<file path="src/design/scaa_pkg.sv">
package scaa_pkg;

   localparam int MAX_VECTORS_DEF = 32;
   localparam int MAX_LAGS_DEF    = 256;

   // configuration register indexes
   localparam int CSR_IDX_W  = 2;
   localparam int CSR_DATA_W = 24;
   localparam logic [CSR_IDX_W-1:0] REG_INV_BOX   = 2'd0;
   localparam logic [CSR_IDX_W-1:0] REG_VEC_COUNT = 2'd1;
   localparam logic [CSR_IDX_W-1:0] REG_INV_COUNT = 2'd2;

   localparam logic [23:0] INV_BOX_RESET   = 24'd0;
   localparam logic [5:0]  VEC_COUNT_RESET = 6'd1;
   localparam logic [16:0] INV_COUNT_ONE   = 17'd65536;

   // cosine polynomial, Q30
   localparam logic [30:0] CC2   = 31'd1324675889;
   localparam logic [30:0] CC4   = 31'd272375564;
   localparam logic [30:0] CC6   = 31'd22401987;
   localparam logic [30:0] CC8   = 31'd987049;
   localparam logic [30:0] ONE30 = 31'd1073741824;

   localparam logic signed [47:0] FS_MAX = 48'sh7FFF_FFFF_FFFF;
   localparam logic signed [47:0] FS_MIN = 48'sh8000_0000_0000;
   localparam logic signed [63:0] S64_MAX = 64'sh7FFF_FFFF_FFFF_FFFF;
   localparam logic signed [63:0] S64_MIN = 64'sh8000_0000_0000_0000;

   typedef struct packed {
      logic signed [63:0] first_sum;
      logic signed [63:0] second_sum;
   } lag_sums_type;

   // coefficient for Horner step i (innermost first)
   function automatic logic [30:0] horner_coef(input logic [1:0] i);
      logic [30:0] c;
      case (i)
         2'd0:    c = CC6;
         2'd1:    c = CC4;
         2'd2:    c = CC2;
         default: c = ONE30;
      endcase
      return c;
   endfunction

   function automatic logic signed [63:0] sat_add64(input logic signed [63:0] a,
                                                    input logic signed [63:0] b);
      logic signed [64:0] s;
      s = 65'(a) + 65'(b);
      if (s[64] != s[63]) begin
         return s[64] ? S64_MIN : S64_MAX;
      end
      return s[63:0];
   endfunction

endpackage

</file>
<file path="src/design/scaa_cos.sv">
// Iterative cosine of a 16-bit turn phase, Q1.15 result.
module scaa_cos (
   input  logic               clock,
   input  logic               reset,
   input  logic               start,
   input  logic [15:0]        phase,
   output logic               done,
   output logic signed [15:0] value
);

   logic              busy_ff, busy_in;
   logic              done_ff, done_in;
   logic [2:0]        step_ff, step_in;
   logic [1:0]        quad_ff, quad_in;
   logic [14:0]       u_ff, u_in;
   logic [30:0]       x2_ff, x2_in;
   logic [30:0]       p_ff, p_in;
   logic signed [15:0] value_ff, value_in;

   logic [30:0] mul_a, mul_b;
   logic [61:0] prod;
   logic [31:0] t;
   logic [30:0] c;
   logic [16:0] rnd;
   logic [15:0] mag;

   always_comb begin
      mul_a = (step_ff == 3'd0) ? 31'(u_ff) : p_ff;
      mul_b = (step_ff == 3'd0) ? 31'(u_ff) : x2_ff;
      prod  = mul_a * mul_b;
      t     = prod[61:30];
      c     = scaa_pkg::horner_coef(2'(step_ff - 3'd1));
      rnd   = 17'((32'(p_ff) + 32'd16384) >> 15);
      mag   = (rnd > 17'd32767) ? 16'd32767 : rnd[15:0];
   end

   always_comb begin
      busy_in  = busy_ff;
      done_in  = 1'b0;
      step_in  = step_ff;
      quad_in  = quad_ff;
      u_in     = u_ff;
      x2_in    = x2_ff;
      p_in     = p_ff;
      value_in = value_ff;
      if (start) begin
         busy_in = 1'b1;
         step_in = 3'd0;
         quad_in = phase[15:14];
         u_in    = phase[14] ? (15'd16384 - 15'(phase[13:0])) : 15'(phase[13:0]);
         p_in    = scaa_pkg::CC8;
      end else if (busy_ff) begin
         step_in = step_ff + 3'd1;
         if (step_ff == 3'd0) begin
            x2_in = {prod[28:0], 2'b00};
         end else if (step_ff == 3'd5) begin
            busy_in  = 1'b0;
            done_in  = 1'b1;
            value_in = (quad_ff == 2'd1 || quad_ff == 2'd2) ? -$signed(mag) : $signed(mag);
         end else begin
            p_in = (t > 32'(c)) ? 31'd0 : 31'(32'(c) - t);
         end
      end
   end

   always_ff @(posedge clock) begin
      if (reset) begin
         busy_ff <= 1'b0;
         done_ff <= 1'b0;
         step_ff <= 3'd0;
      end else begin
         busy_ff <= busy_in;
         done_ff <= done_in;
         step_ff <= step_in;
      end
      quad_ff  <= quad_in;
      u_ff     <= u_in;
      x2_ff    <= x2_in;
      p_ff     <= p_in;
      value_ff <= value_in;
   end

   assign done  = done_ff;
   assign value = value_ff;

endmodule

</file>
<file path="config.mk">
export PLATFORM = sky130hd
export DESIGN_NAME = scaa_cos
export DESIGN_NICKNAME = d
export VERILOG_FILES = /design/src/design/scaa_pkg.sv /design/src/design/scaa_cos.sv
export SDC_FILE = /design/constraint.sdc
export NUM_CORES = 2
export LEC_CHECK = 0
export BUFFER_PORTS_ARGS = -buffer_cell sky130_fd_sc_hd__buf_2
export CORE_ASPECT_RATIO = 0.7
export CORE_MARGIN = 5
export CORE_UTILIZATION = 65
export CTS_CLUSTER_DIAMETER = 200
export DETAILED_ROUTE_END_ITERATION = 8
export PLACE_DENSITY = 0.82
export SLEW_MARGIN = 30
export SYNTH_ARGS = -nofsm -noshare
export SYNTH_HDL_FRONTEND = slang
export SYNTH_SLANG_ARGS = --single-unit
</file>
<file path="constraint.sdc">
create_clock -name clock -period 25.8 [get_ports clock]
set_input_delay 2.58 -clock clock [delete_from_list [all_inputs] [get_ports clock]]
set_output_delay 2.58 -clock clock [all_outputs]
set_load 0.02 [all_outputs]
</file>
; ---- After elaboration in Yosys (flattened, before gate mapping)
; Index checks and enable logic that the tools add are counted.
[totals]
in_bits = 19
output_inout_bits = 17
regBits = 98
word_cells = 47
[classes]
order_cmp = 2
n_eq_ne = 5
add_sub_neg = 6
multipliers = 1
n_bitwise = 4
n_mux = 12
reduce_logical = 8
[ops]
columns = operator, n
row1 = $mux W31, 3
row2 = $pmux W31 S3, 1
row3 = $mul A31 B31 Y62, 1
row4 = $add A31 B15 Y32 const B, 1
row5 = $gt A32 B31 Y1, 1
row6 = $mux W16, 2
row7 = $sub A31 B31 Y31, 1
row8 = $gt A17 B15 Y1 const B, 1
row9 = $neg A16 Y16, 1
row10 = $sub A15 B14 Y15 const A, 1
row11 = $mux W14, 1
row12 = $reduce_and A3 Y1, 2
row13 = $mux W1, 5
row14 = $eq A2 B1 Y1 const B, 2
row15 = $eq A2 B2 Y1 const B, 2
row16 = $not A1 Y1, 4
row17 = $reduce_and A4 Y1, 1
row18 = $reduce_or A4 Y1, 1
row19 = $add A3 B1 Y3 const B, 1
row20 = $eq A3 B3 Y1 const B, 1
row21 = $logic_not A3 Y1, 1
row22 = $logic_not A2 Y1, 1
row23 = $reduce_or A2 Y1, 1
row24 = $sub A2 B1 Y2 const B, 1
row25 = $logic_or A1 B1 Y1, 1

; ---- Longest topological paths before layout
[logic_depth]
word_depth = 5
mapped_depth = 48
mapped_depth_nobuf = 44

; ---- Worst setup path after synthesis
; OpenSTA, ideal clock, no wires.
[synth_timing]
path_kind = register to register
startpoint = register step_ff[0]
endpoint = register p_ff[30]
path_slack_ps = 14877
synth_period_minus_slack_ps = 10923
n_path_buf = 4
stages_incl_launch_ff = 46
arrival_time_ps = 10795
cell_sequence = dfxtp_1 > inv_1 > ha_1 > nor2b_1 > clkbuf_1 > clkbuf_1 > and2_1 > a21oi_1 > clkbuf_1 > nor2_1 > fa_1 > fa_1 > fa_1 > inv_1 > fa_1 > inv_1 > fa_1 > inv_1 > (+10 left out) > a21o_1 > a2111oi_0 > o31ai_1 > a31oi_1 > o31a_1 > o21a_1 > xor2_1 > ha_1 > inv_1 > or3_1 > nor2_1 > a32oi_1 > a211o_1 > o311a_1 > or4_4 > a21oi_2 > xnor2_1 > o31ai_2
[synth_between]
elab_chain_len = 5
elab_cells_between_ends = 16
cone_classes = add/sub (2) / mul (1) / order compare (1) / eq/ne (3) / mux (4) / bitwise (2) / reduce/logical (3)
[synth_rtl]
columns = element, line_no
row1 = start: declaration, scaa_cos.sv:13  ; logic [2:0] step_ff, step_in;
row2 = start signal: assignment, scaa_cos.sv:74  ; step_ff <= step_in;
row3 = $logic_not A3 Y1 / $sub A2 B1 Y2 (equally long branches), n/a
row4 = "$mux W31, or another cell as far along", scaa_cos.sv:28  ; mul_a = (step_ff == 3'd0) ? 31'(u_ff) : p_ff;
row5 = $mul A31 B31 Y62 / $pmux W31 S3 (equally long branches), "scaa_cos.sv:30, scaa_pkg.sv:37"
row6 = $sub A31 B31 Y31 / $gt A32 B31 Y1 (equally long branches), scaa_cos.sv:61  ; p_in = (t > 32'(c)) ? 31'd0 : 31'(32'(c) - t);
row7 = $mux W31, scaa_cos.sv:61
row8 = end signal: assignment, scaa_cos.sv:79  ; p_ff <= p_in;
row9 = end: declaration, scaa_cos.sv:17  ; logic [30:0] p_ff, p_in;
; Several ways; a longest one is shown, not always the timed one.
; A chain may end at the register's enable or synchronous reset.

; ---- Final worst setup path
[layout_timing]
startpoint = register step_ff[0]
endpoint = register p_ff[29]
; Same word-level chain as after synthesis.

==> results.sh <==
export IMPL_hp_class="flip-flop to flip-flop"
export IMPL_fp_row_count=74
export IMPL_finalSetupViolCount=0
export IMPL_dieArea_sq_mm=0.0632
export IMPL_fin_skew_ns=0.0180
export IMPL_cp_arrival_ns=14.05
export IMPL_yosys_warnings=0
export IMPL_period_needed_ns=13.74
export IMPL_yosys_register_bits=98
export IMPL_clk_pin_slew_worst_paths_ns=0.08
export IMPL_final_max_slew_viol_count=0
export IMPL_finalHoldViolations=0
export IMPL_dr_pass1_iters=9
export IMPL_yosys_area_top_type="fa_1"
export IMPL_synth_xor_area_share_pct=2.94
export IMPL_io_pins=36
export IMPL_die_w_um=298
export IMPL_fmax_mhz=72.8
export IMPL_wire_per_inst_um=23.3
export IMPL_synthAdderAreaFrac_pct=55.1
export IMPL_slew_headroom_pct=20.0
export IMPL_synth_top_cell_area_share_pct=44.3
export IMPL_synthSimpleGateAreaFrac_pct=16.5
export IMPL_grt_max_degree=95
export IMPL_overflow=0
export IMPL_busiest_layer="met1"
export IMPL_setup_ws_ns=12.06
export IMPL_place_ws_ns=12.59
export IMPL_use_met2_pct=49.7
export IMPL_tightest_slew_ns=1.20
export IMPL_cts_sinks=98
export IMPL_finalCritPeriodShare_pct=53.3
export IMPL_crit_required_ns=26.11
export IMPL_crit_type="flip-flop to flip-flop"
export IMPL_netlist_area_sq_mm=0.0378
export IMPL_drc=0
export IMPL_synthMuxAreaShare_pct=0.165
export IMPL_start_util_pct=65.3
export IMPL_maxCapViolCount=0
export IMPL_clockBufferDepth=2
export IMPL_startpoint_type="flip-flop"
export IMPL_coreArea_sq_mm=0.0580
export IMPL_critPathTopFamily="adder cells"
export IMPL_cp_slowest_cell="and2_1"
export IMPL_grt_pass1_wl_mm=178
export IMPL_synth_edf_count=62
export IMPL_ys_types=84
export IMPL_setup_tns_final_ns=0
export IMPL_clock_root_buffer="clkbuf_16"
export IMPL_antenna_found_initial=5
export IMPL_cp_buffers_inverters=6
export IMPL_synth_top_family_by_area="adder cells"
export IMPL_cts_tree="done"
export IMPL_via_per_inst=6.18
export IMPL_endpoint_kind="flip-flop"
export IMPL_use_met1_pct=52.7
export IMPL_synth_cells=4239
export IMPL_use_met3_pct=18.5
export IMPL_crit_path_max_incr_delay_ns=0.84
export IMPL_crit_top_cell="fa_1"
export IMPL_drive_above_1_share_pct=4.20
export IMPL_syn_avg_cell_area_sq_um=8.93
export IMPL_yosysSeqAreaShare_pct=6.82
export IMPL_async_reset_ff_share_pct=0
export IMPL_die_height_um=212
export IMPL_detailed_place_hpwl_mm=91.0
export IMPL_fillers=4573
export IMPL_dominantRegCellSynth="edfxtp_1"
export IMPL_placed_area_sq_mm=0.0387
export IMPL_clock_latency_ns=0.41
export IMPL_synth_compound_area_share_pct=7.04
export IMPL_num_vias=30400
export IMPL_place_gp_congestion=1.03
export IMPL_grt_pass1_vias=30700
export IMPL_grtUsageTotal_pct=37.0
export IMPL_rsz0062_at_grt="no"
export IMPL_hold_buffers=0
export IMPL_outcome="finished clean"
export IMPL_area_growth_pct=2.98
export IMPL_wirelength_mm=114
export IMPL_finalNetCount=5324
export IMPL_h_tree_depth=3
export IMPL_cts_buffers=9
export IMPL_drt_iter0_drc=3976
export IMPL_cts_resized=0
export IMPL_numPortBuffers=35
export IMPL_drtAntennaViolNets=0
export IMPL_crit_path_max_fanout=94
export IMPL_netlist_top_cells_area="fa_1 44%, ha_1 11%, inv_1 8.7%, and3_1 5.6%, nand2_1 5.5%"
export IMPL_fin_area_sq_mm=0.0390
export IMPL_cts_setup_buffers=0
-- final timing paths --
| kind | start | endpoint | slack (ns) | cells past startpoint |
|---|---|---|---|---|
| min reg2reg | p_ff[16]$_SDFFE_PP1P_ | p_ff[16]$_SDFFE_PP1P_ | 0.49 | 2 |
| min | p_ff[16]$_SDFFE_PP1P_ | p_ff[16]$_SDFFE_PP1P_ | 0.49 | 2 |
| max reg2reg | step_ff[0]$_SDFFE_PP0P_ | p_ff[29]$_SDFFE_PP0P_ | 12.06 | 39 |
| max | step_ff[0]$_SDFFE_PP0P_ | p_ff[29]$_SDFFE_PP0P_ | 12.06 | 39 |
-- flip-flops by register name (all words and copies together), names as in the netlist --
register / count
u_ff: 15
p_ff: 31
step_ff: 3
value: 16
done: 1
x2_ff: 29
quad_ff: 2
busy_ff: 1
-- worst reg2reg max path, delay by kind of cell (launching register included) --
family | cells | cell delay, ns
AOI/OAI and AO/OA | 16 | 4.11
xor gates and xnor gates | 1 | 0.25
adders and majority gates | 11 | 5.16
buffers and inverters | 6 | 1.75
DFF | 1 | 0.46
muxes | 1 | 0.12
and+or+nand+nor | 4 | 1.83
-- through the flow --
| stage | instances | util, % | hold slack, ns |
|---|---|---|---|
| CTS | 4906 | 67.2 | 0.485 |
| detailed placement | 4890 | 66.7 | 0.466 |
| global route | 4906 | 67.2 | 0.497 |
| global placement | 4888 | 66.6 | 0.453 |
| floorplan | 4269 | - | 0.511 |
| finish | 4910 | 67.2 | 0.487 |
-- cells in the mapped netlist, types with 11 or more instances --
| cell type | count |
|---|---|
| ha_1 | 326 |
| a21oi_1 | 140 |
| dfxtp_1 | 36 |
| nand3b_1 | 11 |
| nor2b_1 | 19 |
| o21a_1 | 12 |
| a21o_1 | 51 |
| nor2_1 | 200 |
| fa_1 | 838 |
| or2_2 | 11 |
| and3_1 | 340 |
| clkbuf_1 | 223 |
| a31oi_1 | 13 |
| o31ai_1 | 23 |
| edfxtp_1 | 62 |
| o21bai_1 | 20 |
| nand2b_1 | 21 |
| nand4_1 | 19 |
| xor2_1 | 44 |
| inv_1 | 873 |
| nand3_1 | 42 |
| xnor2_1 | 81 |
| and2_1 | 38 |
| nand2_1 | 556 |
| o21ai_0 | 77 |
| nor3_1 | 16 |
-- layout make-up --
type	count	area [sq um]	share of cell area (%)
tap	760	951	2.44
inverter	873	3280	8.41
clock buffer	10	229	0.587
timing repair buffer	111	749	1.92
clock inverter	6	56.3	0.144
sequential	98	2580	6.63
multi-input combinational	3048	31100	79.8
antenna	4	10.0	0.0257
-- routing by layer --
layer | share of wire, % | vias to the layer above
met5 | 0.059 | -
li1 | - | 12800
met4 | 3.6 | 6
met3 | 19 | 339
met2 | 39 | 2494
met1 | 38 | 14700
-- layout by cell type (no fill, tap or decap), types with 9 or more instances in the layout --
cell type and count:
nand2_1 556, buf_2 35, nand2b_1 20, nor2b_1 18, a21o_1 51, nand3_1 42
edfxtp_1 62, or3_1 10, fa_1 838, conb_1 32, xor2_1 43, and3_1 340
nor3_1 16, buf_4 75, clkbuf_16 9, o21ai_0 77, nand4_1 19, and2_1 36
a32oi_1 10, ha_1 326, o31ai_1 23, nor2_1 199, nand3b_1 11, dfxtp_1 34
or2_2 11, a21oi_1 135, o21bai_1 20, inv_1 873, o21a_1 12, a31oi_1 13
xnor2_1 80
-- cells by family after synthesis --
kind of cell | after synthesis
AO/OA/AOI/OAI | 415
XOR/XNOR | 126
adder cells (fa/ha/maj) | 1164
buffers and inverters | 1123
flip-flops | 98
multiplexers | 6
other | 2
AND/OR/NAND/NOR | 1305
Power is not shown: default switching activity piles up to over one toggle a cycle in this logic, so the estimate is an artifact.
